$ cat config.mk
export PLATFORM = sky130hd
export DESIGN_NAME = tstu_div_chain
export DESIGN_NICKNAME = d
export VERILOG_FILES = /design/src/design/tstu_div_cell.sv /design/src/design/tstu_div_chain.sv
export SDC_FILE = /design/constraint.sdc
export NUM_CORES = 2
export LEC_CHECK = 0
export BUFFER_PORTS_ARGS = -buffer_cell sky130_fd_sc_hd__buf_2
export CAP_MARGIN = 20
export CORE_MARGIN = 2
export CORE_UTILIZATION = 57
export DETAILED_ROUTE_END_ITERATION = 12
export GPL_ROUTABILITY_DRIVEN = 0
export PLACE_DENSITY_LB_ADDON = 0.12
export SLEW_MARGIN = 25
export SYNTH_ARGS = -nofsm -noshare
export SYNTH_HDL_FRONTEND = slang
export SYNTH_SLANG_ARGS = --single-unit
$ cat constraint.sdc
create_clock -name clk -period 3.91 [get_ports clk]
set_input_delay 0.391 -clock clk [delete_from_list [all_inputs] [get_ports clk]]
set_output_delay 0.391 -clock clk [all_outputs]
set_load 0.05 [all_outputs]
$ cat src/design/tstu_div_cell.sv
// One restoring division cell: takes one numerator bit, yields one quotient bit.
`timescale 1ns / 1ps
`default_nettype none
module tstu_div_cell #(
  parameter int NW = 32,
  parameter int DW = 20,
  parameter int SW = 8
) (
  input  wire logic          clk,
  input  wire logic          rst_n,
  input  wire logic          en,
  input  wire logic [DW-1:0] divisor,
  input  wire logic          in_valid,
  input  wire logic [NW-1:0] in_num,
  input  wire logic [DW-1:0] in_rem,
  input  wire logic [NW-1:0] in_quo,
  input  wire logic [SW-1:0] in_side,
  output logic               out_valid,
  output logic [NW-1:0]      out_num,
  output logic [DW-1:0]      out_rem,
  output logic [NW-1:0]      out_quo,
  output logic [SW-1:0]      out_side
);
  logic          valid_r;
  logic [NW-1:0] num_r, quo_r;
  logic [DW-1:0] rem_r, rem_nxt;
  logic [SW-1:0] side_r;
  logic [DW:0]   trial, diff;
  logic          ge;

  always_comb begin
    trial   = {in_rem, in_num[NW-1]};
    diff    = trial - {1'b0, divisor};
    ge      = (trial >= {1'b0, divisor});
    rem_nxt = ge ? diff[DW-1:0] : trial[DW-1:0];
  end

  always_ff @(posedge clk) begin
    if (!rst_n) begin
      valid_r <= 1'b0;
    end else if (en) begin
      valid_r <= in_valid;
    end
  end

  always_ff @(posedge clk) begin
    if (en) begin
      num_r  <= {in_num[NW-2:0], 1'b0};
      rem_r  <= rem_nxt;
      quo_r  <= {in_quo[NW-2:0], ge};
      side_r <= in_side;
    end
  end

  assign out_valid = valid_r;
  assign out_num   = num_r;
  assign out_rem   = rem_r;
  assign out_quo   = quo_r;
  assign out_side  = side_r;
endmodule
`default_nettype wire

$ cat src/design/tstu_div_chain.sv
// Row of division cells, one per numerator bit, remainder passed cell to cell.
`timescale 1ns / 1ps
`default_nettype none
module tstu_div_chain #(
  parameter int NW = 32,
  parameter int DW = 20,
  parameter int SW = 8
) (
  input  wire logic          clk,
  input  wire logic          rst_n,
  input  wire logic          en,
  input  wire logic [DW-1:0] divisor,
  input  wire logic          in_valid,
  input  wire logic [NW-1:0] in_num,
  input  wire logic [SW-1:0] in_side,
  output logic               out_valid,
  output logic [DW-1:0]      out_rem,
  output logic [NW-1:0]      out_quo,
  output logic [SW-1:0]      out_side
);
  logic [NW:0]         v;
  logic [NW:0][NW-1:0] num, quo;
  logic [NW:0][DW-1:0] rem;
  logic [NW:0][SW-1:0] side;

  assign v[0]    = in_valid;
  assign num[0]  = in_num;
  assign rem[0]  = '0;
  assign quo[0]  = '0;
  assign side[0] = in_side;

  for (genvar k = 0; k < NW; k++) begin : g_cell
    tstu_div_cell #(.NW(NW), .DW(DW), .SW(SW)) u_cell (
      .clk(clk), .rst_n(rst_n), .en(en), .divisor(divisor),
      .in_valid(v[k]), .in_num(num[k]), .in_rem(rem[k]), .in_quo(quo[k]),
      .in_side(side[k]),
      .out_valid(v[k+1]), .out_num(num[k+1]), .out_rem(rem[k+1]),
      .out_quo(quo[k+1]), .out_side(side[k+1])
    );
  end

  assign out_valid = v[NW];
  assign out_rem   = rem[NW];
  assign out_quo   = quo[NW];
  assign out_side  = side[NW];
endmodule
`default_nettype wire

==> metrics.md <==
| Metric | Value |
|---|---|
| Post-cts resize count | 0 |
| Setup slack, reg-to-reg | 0.38 ns |
| CP max stage cell | a21boi_4 |
| Share of flip-flops with an asynchronous set or reset after synthesis | 0% |
| Final Max Slew Viols | 0 |
| Leakage power figure | 41.5 nW |
| Initial core utilization | 57.3% |
| Slew HR | 44.3% |
| Result of the run | completed |
| Largest delay contributor family on the critical path | compound AO/OA/AOI/OAI gates |
| Port buffer count | 124 |
| Hold Crit Endpoint | g_cell[2].u_cell.out_side[5] |
| Nets | 8408 |
| Antenna violations before repair | 6 |
| Number of buffers on the longest clock path | 3 |
| Seq cells post-synth | 1952 |
| # setup viols final | 0 |
| Maximum clock rate | 0.284 GHz |
| Area of the mapped netlist | 95500 um^2 |
| Most frequent standard cell in the layout excluding fill and tap cells | edfxtp_1 |
| Worst min-delay path category | primary input to register |
| H-tree level count | 4 |
| Final clock skew | 0.0594 ns |
| Pwr Density | 813 nW/um^2 |
| RR Endpoint | g_cell[26].u_cell.out_rem[16] |
| Global route total overflow | 0 |
| Clock-pin slew on the worst setup and hold paths | 0.06 ns |
| Later-pin clock latency in the skew report | 0.85 ns |
| Die area | 171000 um^2 |
| Most used cell, CP | nand2b_1 |
| Final setup TNS | 0 ns |
| Gate count after technology mapping | 7104 |
| Worst slew pin tran | 0.835 ns |
| Worst reg2reg startpoint | g_cell[25].u_cell.out_rem[9] |
| Share of final-layout standard cells stronger than drive strength 1 | 14.5% |
| Final worst-path cycle share | 90.2% |
| Crit path buf inv count | 0 |
| WL final | 199 mm |
| Final min period | 3.53 ns |
| Post-synthesis sequential area ratio | 61.0% |
| Wire length of the first global-routing pass | 309 mm |
| Maximum fanout encountered on the critical timing path | 18 |
| Syn_nets | 7821 |
| Number of global-route vias before repair | 56700 |
| RSZ-0062 raised after global routing | false |
| Critical path endpoint category | register |
| DR WL/cell | 19.8 um |
| TritonCTS Buffers | 198 |
| Cell variety after synth | 90 |
| Required arrival time at the worst endpoint | 4.51 ns |
| Worst R2R Path Depth | 10 |
| Count of TritonRoute iterations in the first routing pass | 6 |
| DRC violations left | 0 |
| Hold path startpoint | en |
| Number of maximum-capacitance constraint violations | 0 |
| Final Util | 65.5% |
| Critical path data arrival time | 4.13 ns |
| Placeable core region | 167000 um^2 |
| Synth warnings | 0 |
| CP Cell Sequence | ha_1 > a2111oi_1 > nand2b_1 > and4_1 > o22a_1 > a31o_1 > o21ai_1 > nand2b_1 > a21boi_4 > mux2_2 |
| Maximum vdd drop | 0.484 mV |
| Worst setup path category | register to register |
| Leading cell types in the layout, fill and taps excluded | edfxtp_1, ha_1, a21oi_1, nor2_1, nand2_1 |
| Number of endpoints with negative hold slack in the final report | 0 |
| Number of sinks driven by the clock tree | 1952 |
| Global-route usage over all layers | 23.2% |
| ANT nets after route | 0 |
| First-iteration detailed-routing DRC count | 4849 |
| Startpoint type of the worst setup path | register |
| Average footprint of a synthesized cell | 13.4 um^2 |
| Die Y-Extent | 413 um |
| CTS tree | done |
| Detailed placement HPWL | 139 mm |
| Number of primary I/O pins | 125 |
| Synthesis-to-finish area growth | 14.3% |
| Largest incremental delay on the critical path | 0.59 ns |
| Root Buffer | clkbuf_16 |
| Number of cells on the worst hold path | 1 |
| Number of vias per cell | 5.85 |
| Floorplan row count | 150 |
| Pin count of the biggest net entering global routing | 114 |
| Most used DFF post-synth | edfxtp_1 |
| Die W | 413 um |
| Post-synth EDFFs | 1920 |
| Total number of vias | 58800 |
## how the worst max path moves through the flow
stage / depth (start not counted) / startpoint / endpoint / slack [ns]
floorplan: 13 / divisor[1] / g_cell[8].u_cell.out_rem[13] / -0.08
global placement: 12 / divisor[10] / g_cell[26].u_cell.out_rem[18] / -0.28
detailed placement: 15 / divisor[1] / g_cell[8].u_cell.out_rem[9] / -0.008
CTS: 10 / g_cell[25].u_cell.out_rem[9] / g_cell[26].u_cell.out_rem[16] / 0.35
global route: 13 / g_cell[2].u_cell.out_num[31] / g_cell[3].u_cell.out_rem[16] / 0.20
finish: 10 / g_cell[25].u_cell.out_rem[9] / g_cell[26].u_cell.out_rem[16] / 0.38
## cells by family after synthesis
logic type               Yosys count  share of synthesized area (%)
XOR/XNOR                         451                           4.13
adder cells (fa/ha/maj)          653                           8.80
AND/OR/NAND/NOR                 1542                           7.88
AO/OA/AOI/OAI                   1660                           11.2
buffers and inverters            381                           1.55
flip-flops                      1952                           61.0
multiplexers                     465                           5.44
## Yosys cell counts (all sizes together) (154+ instances only)
cell	n	area share, %
nand2	341	1.3
a21o	185	1.5
xnor2	289	2.6
a21oi	488	2.6
nor2b	154	1.0
ha	622	8.1
nor2	449	1.8
xor2	162	1.5
mux2	386	4.6
inv	250	0.98
o21ai	353	1.8
edfxtp	1920	60
## through the flow
stage | total power, W | std cells | area (um^2) | setup WS (ns) | hold slack (ns)
finish | 0.0888 | 10100 | 109000 | 0.383 | 0.0545
CTS | 0.0890 | 10100 | 109000 | 0.353 | 0.000702
detailed placement | 0.0695 | 9652 | 102000 | -0.00848 | 0.405
floorplan | 0.0593 | 7104 | 95700 | -0.0788 | 0.400
global placement | 0.0687 | 9652 | 102000 | -0.282 | 0.400
global route | 0.0944 | 10100 | 109000 | 0.201 | 0.0551
## area by class of cell
class	instances	area [um^2]
Fill cell	12000	57600
Tap cell	2204	2760
Sequential cell	1952	58300
Antenna cell	1	2.50
Clock buffer	234	5110
Clock inverter	126	1500
Multi-Input combinational cell	4771	36100
Inverter	250	942
Timing Repair Buffer	518	4550
## power breakdown
| part | switching [W] | total [W] | internal [W] |
|---|---|---|---|
| Combinational | 0.0197 | 0.0374 | 0.0178 |
| Sequential | 0.00264 | 0.0324 | 0.0298 |
| Clock | 0.00795 | 0.0189 | 0.0110 |
## state kept, by name, summed over array words and instances, names as in the netlist
| signal | cells |
|---|---|
| g_cell.u_cell.out_rem | 640 |
| g_cell.u_cell.out_side | 256 |
| g_cell.u_cell.out_valid | 32 |
| g_cell.u_cell.out_quo | 528 |
| g_cell.u_cell.out_num | 496 |
## timing repair
item | 4_1_cts | 5_1_grt
endpoints found under the hold margin | 72 | 0
hold buffers | 43 | 0
buffers inserted | 0 | 0
## per-layer routing
| metal | vias to the layer above | wire length, um | GRT usage, % |
|---|---|---|---|
| li1 | 28500 | - | - |
| met1 | 28400 | 89000 | 32.3 |
| met2 | 1607 | 91600 | 36.9 |
| met3 | 363 | 12100 | 3.96 |
| met4 | 2 | 6800 | 8.58 |
| met5 | - | 13 | 0 |
Power figures use the tool's default switching activity.
