===== src/design/tstu_pkg.sv =====
// Package: constants, codes and result type of the TDMA transmit slot timer.
`timescale 1ns / 1ps
`default_nettype none
package tstu_pkg;
  localparam int TIME_WIDTH_DEFAULT = 32;
  localparam int LEN_W   = 20;
  localparam int SPF_W   = 9;
  localparam int OWN_W   = 8;
  localparam int GUARD_W = 16;
  localparam int PKT_W   = 20;
  localparam int LAT_W   = 16;
  localparam int OUT_W   = 32;
  localparam int CIDX_W  = 8;
  localparam int CDATA_W = 32;

  localparam logic [LEN_W-1:0]   LEN_RESET   = 20'd1000;
  localparam logic [SPF_W-1:0]   SPF_RESET   = 9'd4;
  localparam logic [OWN_W-1:0]   OWN_RESET   = 8'd0;
  localparam logic [GUARD_W-1:0] GUARD_RESET = 16'd0;

  localparam logic [CIDX_W-1:0] REG_SLOT_LENGTH     = 8'd0;
  localparam logic [CIDX_W-1:0] REG_SLOTS_PER_FRAME = 8'd1;
  localparam logic [CIDX_W-1:0] REG_OWN_SLOT        = 8'd2;
  localparam logic [CIDX_W-1:0] REG_GUARD_TIME      = 8'd3;

  localparam logic [1:0] VERDICT_SEND  = 2'd0;
  localparam logic [1:0] VERDICT_WAIT  = 2'd1;
  localparam logic [1:0] VERDICT_NOFIT = 2'd2;

  localparam logic signed [33:0] WAIT_MAX = 34'sd2147483647;

  typedef struct packed {
    logic [1:0]              verdict;
    logic signed [OUT_W-1:0] wait_time;
    logic [OUT_W-1:0]        slot_number;
    logic                    in_own_slot;
  } res_t;
endpackage
`default_nettype wire


===== src/design/tstu_decide.sv =====
// Verdict stages: frame distance, slot multiply, wait sum and clamp.
`timescale 1ns / 1ps
`default_nettype none
module tstu_decide
  import tstu_pkg::*;
#(
  parameter int TW = TIME_WIDTH_DEFAULT
) (
  input  wire logic               clk,
  input  wire logic               rst_n,
  input  wire logic               en,
  input  wire logic [LEN_W-1:0]   len,
  input  wire logic [SPF_W-1:0]   spf,
  input  wire logic [OWN_W-1:0]   own_slot,
  input  wire logic [GUARD_W-1:0] guard,
  input  wire logic               in_valid,
  input  wire logic [SPF_W-1:0]   index,
  input  wire logic [LEN_W-1:0]   offset,
  input  wire logic [TW-1:0]      slot_abs,
  input  wire logic [PKT_W-1:0]   pkt,
  input  wire logic [LAT_W-1:0]   txlat,
  output logic                    out_valid,
  output res_t                    out_res
);
  // stage A: distance to own slot
  logic             a_valid_r;
  logic [SPF_W-1:0] a_mult_r;
  logic             a_own_r;
  logic [LEN_W-1:0] a_left_r, a_elapsed_r;
  logic [TW-1:0]    a_slot_r;
  logic [PKT_W-1:0] a_pkt_r;
  logic [LAT_W-1:0] a_lat_r;
  logic [SPF_W:0]   diff;
  logic [SPF_W-1:0] slot_gap, a_mult_nxt;
  logic             a_own_nxt;

  always_comb begin
    diff       = {2'b00, own_slot} - {1'b0, index};
    slot_gap   = diff[SPF_W] ? (diff[SPF_W-1:0] + spf) : diff[SPF_W-1:0];
    a_own_nxt  = (slot_gap == '0);
    a_mult_nxt = a_own_nxt ? (spf - 1'b1) : (slot_gap - 1'b1);
  end

  always_ff @(posedge clk) begin
    if (!rst_n) begin
      a_valid_r <= 1'b0;
    end else if (en) begin
      a_valid_r <= in_valid;
    end
  end

  always_ff @(posedge clk) begin
    if (en) begin
      a_mult_r    <= a_mult_nxt;
      a_own_r     <= a_own_nxt;
      a_left_r    <= len - offset;
      a_elapsed_r <= offset;
      a_slot_r    <= slot_abs;
      a_pkt_r     <= pkt;
      a_lat_r     <= txlat;
    end
  end

  // stage B: slot multiply and fit tests
  logic                    b_valid_r;
  logic [LEN_W+SPF_W-1:0]  b_prod_r;
  logic                    b_nofit_r, b_send_r, b_own_r;
  logic signed [22:0]      b_short_r;
  logic [LEN_W-1:0]        b_left_r;
  logic [TW-1:0]           b_slot_r;
  logic [LAT_W-1:0]        b_lat_r;
  logic signed [22:0]      maxtx, pkt_s;
  logic [21:0]             need;

  always_comb begin
    maxtx = $signed({3'b000, len}) - $signed({6'b0, guard, 1'b0});
    pkt_s = $signed({3'b000, a_pkt_r});
    need  = {2'b00, a_pkt_r} + {6'b0, guard} + {6'b0, a_lat_r};
  end

  always_ff @(posedge clk) begin
    if (!rst_n) begin
      b_valid_r <= 1'b0;
    end else if (en) begin
      b_valid_r <= a_valid_r;
    end
  end

  always_ff @(posedge clk) begin
    if (en) begin
      b_prod_r  <= a_mult_r * len;
      b_nofit_r <= (pkt_s > maxtx);
      b_short_r <= maxtx - pkt_s;
      b_send_r  <= a_own_r
                   && (({1'b0, a_elapsed_r} + {5'b0, a_lat_r}) >= {5'b0, guard})
                   && ({2'b00, a_left_r} >= need);
      b_own_r   <= a_own_r;
      b_left_r  <= a_left_r;
      b_slot_r  <= a_slot_r;
      b_lat_r   <= a_lat_r;
    end
  end

  // final: wait sum and clamp, registered by the output stage
  logic signed [33:0] wsum;
  logic signed [33:0] wclamp;

  always_comb begin
    wsum = $signed({14'b0, b_left_r}) + $signed({5'b0, b_prod_r})
         + $signed({18'b0, guard}) - $signed({18'b0, b_lat_r});
    priority if (wsum < 0) begin
      wclamp = '0;
    end else if (wsum > WAIT_MAX) begin
      wclamp = WAIT_MAX;
    end else begin
      wclamp = wsum;
    end
    out_res.slot_number = OUT_W'(b_slot_r);
    out_res.in_own_slot = b_own_r;
    priority if (b_nofit_r) begin
      out_res.verdict   = VERDICT_NOFIT;
      out_res.wait_time = OUT_W'(b_short_r);
    end else if (b_send_r) begin
      out_res.verdict   = VERDICT_SEND;
      out_res.wait_time = '0;
    end else begin
      out_res.verdict   = VERDICT_WAIT;
      out_res.wait_time = wclamp[OUT_W-1:0];
    end
  end

  assign out_valid = b_valid_r;
endmodule
`default_nettype wire


===== config.mk =====
export PLATFORM = sky130hd
export DESIGN_NAME = tstu_decide
export DESIGN_NICKNAME = d
export VERILOG_FILES = /design/src/design/tstu_pkg.sv /design/src/design/tstu_decide.sv
export SDC_FILE = /design/constraint.sdc
export NUM_CORES = 1
export LEC_CHECK = 0
export ABC_AREA = 1
export BUFFER_PORTS_ARGS = -buffer_cell sky130_fd_sc_hd__buf_2
export CAP_MARGIN = 10
export CORE_UTILIZATION = 50
export CTS_CLUSTER_SIZE = 12
export DETAILED_ROUTE_END_ITERATION = 16
export HOLD_SLACK_MARGIN = 0.03
export PLACE_DENSITY = 0.69
export SLEW_MARGIN = 15
export SYNTH_ARGS = -nofsm -noshare
export SYNTH_HDL_FRONTEND = slang
export SYNTH_SLANG_ARGS = --single-unit

===== constraint.sdc =====
create_clock -name clk -period 13 [get_ports clk]
set_input_delay 1.3 -clock clk [delete_from_list [all_inputs] [get_ports clk]]
set_output_delay 1.3 -clock clk [all_outputs]
set_load 0.1 [all_outputs]

==> metrics.md <==
| Metric | Value |
|---|---|
| FMAX | `0.144 GHz` |
| Seq cells post-synth | `242` |
| Synth top area cells | `edfxtp_1 31%, fa_1 16%, ha_1 13%` |
| Number of synthesized flops with an enable pin | `240` |
| Synth Net Count | `3213` |
| Worst Tran Pin Value | `938 ps` |
| Remaining antenna violation count after routing | `0` |
| RSZ-0062 raised after global routing | `false` |
| CTS Buffer Depth | `3` |
| Synth area leader | `edfxtp_1` |
| Worst setup EP type | `primary output` |
| Largest net degree at the start of global routing | `119` |
| Fin crit share | `53.4%` |
| Async SR Flop Fraction | `0%` |
| Number of gates resized after CTS | `0` |
| Multi-input logic area | `0.0134 sq mm` |
| Critical Setup Path Class | `in -> out` |
| Clk_lat worst skew | `580 ps` |
| Area Overhead vs Synth | `11.4%` |
| Post-synth top cells | `618 x nand2_1, 575 x inv_1, 240 x edfxtp_1, 236 x ha_1, 182 x fa_1` |
| Antenna violations before repair | `5` |
| CTS clock-pin slew for the worst setup and hold paths | `60 ps` |
| Number of cell rows | `78` |
| Vias in the first global route | `18.8k` |
| Die area | `0.0468 sq mm` |
| First-pass GRT wire length | `94000 um` |
| Avg WL per Cell | `17.0 um` |
| Placer Congestion | `0.923` |
| Post-synthesis cell count | `2641` |
| Post-CTS setup buffers | `0` |
| CP Launch Type | `input port` |
| Aggregate global-route resource usage | `25.5%` |
| Setup_tns | `0 ps` |
| Syn. warnings | `0` |
| I/O pins | `222` |
| Register area | `0.00725 sq mm` |
| Total number of vias | `18.3k` |
| CP Data Arrival Time | `5640 ps` |
| Synth Flop Type | `edfxtp_1` |
| Cell area after synthesis | `0.0230 sq mm` |
| Hold Vio Cnt, Final | `0` |
| CTS tree | `built` |
| Initial Utilization | `50.6%` |
| Worst Hold End | `b_slot_r[26]$_DFFE_PP_` |
| Maxcap violations | `0` |
| CTS buffer count | `29` |
| Layout Nets | `3420` |
| R2R setup slack | `7170 ps` |
| Final Setup Violations | `0` |
| Worst reg2reg path depth | `19` |
| Via density | `5.27` |
| Core area | `0.0454 sq mm` |
| IO buf count | `221` |
| Share of layout cells above drive strength 1 | `10.7%` |
| Die W | `216 um` |
| Hold_sp | `a_slot_r[26]$_DFFE_PP_` |
| H-tree levels | `1` |
| Post-synthesis sequential area ratio | `31.5%` |
| Clock skew | `9.70 ps` |
| Global route total overflow | `0` |
| Final min period | `6940 ps` |
| CP required | `11700 ps` |
| Drt first-iter violations | `1052` |
| Post-route DRC | `0` |
| Crit-path max FO | `20` |
| R2r startpoint | `a_mult_r[8]$_DFFE_PP_` |
| Yosys cell types | `53` |
| Wirelength, routed | `58900 um` |
| Count leader, synth | `nand2_1` |
| Worst Hold Class | `reg -> reg` |
| Post-CTS Hold Fix Bufs | `0` |
| Worst hold path depth | `0` |
| Clock sinks | `242` |
| Filler cells | `4105` |
| Die span in y | `216 um` |
| Status | `complete, no violations` |
| Hpwl dp | `48900 um` |
| Post-synth top area share | `31.4%` |
| Average size of a mapped cell | `8.70 sq um` |
| Fin. max-slew vios | `0` |
| Root Driver | `clkbuf_16` |
| RR Endpoint | `b_prod_r[24]$_DFFE_PP_` |
| TritonRoute pass-1 iters | `5` |
| Slew headroom | `37.5%` |
[per-stage QoR]
| stage | std cells | hold slack, ps | setup WS [ps] | cell area, sq um | utilization [%] |
|---|---|---|---|---|---|
| after floorplan | 2641 | 400 | 5680 | 23000 | - |
| after detailed placement | 3417 | 405 | 6060 | 24700 | 54.4 |
| after global routing | 3469 | 422 | 5820 | 25600 | 56.4 |
| after global placement | 3417 | 400 | 6160 | 24700 | 54.4 |
| final | 3469 | 417 | 6060 | 25600 | 56.4 |
| after CTS | 3467 | 418 | 6050 | 25600 | 56.4 |
[metal layers]
layer / vias up / GRT usage [%] / part of all wire, %
li1: 8802 / - / -
met1: 8819 / 31.5 / 42
met2: 546 / 46.0 / 50
met3: 96 / 3.17 / 5.6
met4: 4 / 8.10 / 2.7
met5: - / 0 / 0.046
[kinds of logic after synthesis]
| logic type | Yosys count | synth area share (%) |
|---|---|---|
| and+or+nand+nor | 882 | 15.9 |
| buffers and inverters | 628 | 10.4 |
| adders and majority gates | 418 | 28.7 |
| AOI/OAI and AO/OA | 327 | 7.97 |
| DFF | 242 | 31.5 |
| xor gates and xnor gates | 144 | 5.49 |
[registers in the layout, indices dropped and copies added (netlist names)]
name         cells
a_slot_r        32
a_lat_r         16
b_prod_r        29
out_valid        1
b_left_r        20
b_own_r          1
b_lat_r         16
b_nofit_r        1
b_short_r       22
a_own_r          1
b_slot_r        32
a_elapsed_r     20
a_left_r        20
a_valid_r        1
a_mult_r         9
a_pkt_r         20
b_send_r         1
[how the worst max path moves through the flow]
| stage | startpoint | to | slack, ps | depth (start not counted) |
|---|---|---|---|---|
| finish | guard[1] | out_res[36] | 6060 | 21 |
| global route | guard[1] | out_res[36] | 5820 | 21 |
| CTS | guard[1] | out_res[36] | 6050 | 21 |
| detailed placement | guard[1] | out_res[36] | 6060 | 21 |
| global placement | guard[1] | out_res[36] | 6160 | 21 |
| floorplan | guard[1] | out_res[33] | 5680 | 18 |
[cell type report]
cell class / instances / area share (%)
multi-input combinational: 1771 / 52.2
timing repair buffer: 224 / 4.45
antenna: 2 / 0.0195
clock inverter: 18 / 0.762
inverter: 580 / 8.50
sequential: 242 / 28.3
tap: 600 / 2.93
clock buffer: 32 / 2.88
[cells in the final DEF, fill, tap and decap left out, drive strengths merged, types with 11 or more instances in the layout]
cell      n
nand3    79
clkinv   11
nor3     17
buf     224
xor2     96
ha      236
a31oi    16
a21oi   165
clkbuf   32
o21ai    89
edfxtp  240
xnor2    48
nor2    111
fa      182
nand2   631
nand4    27
inv     581
[worst max-delay path, cell delays in order]
cell	delay (ps)
buf_2	100
inv_1	110
fa_1	540
inv_1	50
fa_1	510
ha_1	190
fa_1	200
nand2_1	110
a21oi_2	230
nand3_1	90
nand2_1	100
nand2_1	60
nand2_1	170
nand4_1	140
o211ai_1	160
nand3_1	170
a21boi_2	410
buf_4	340
nand3_1	130
nand2_1	70
buf_2	430
Power is not shown: default switching activity piles up to over one toggle a cycle in this logic, so the estimate is an artifact.
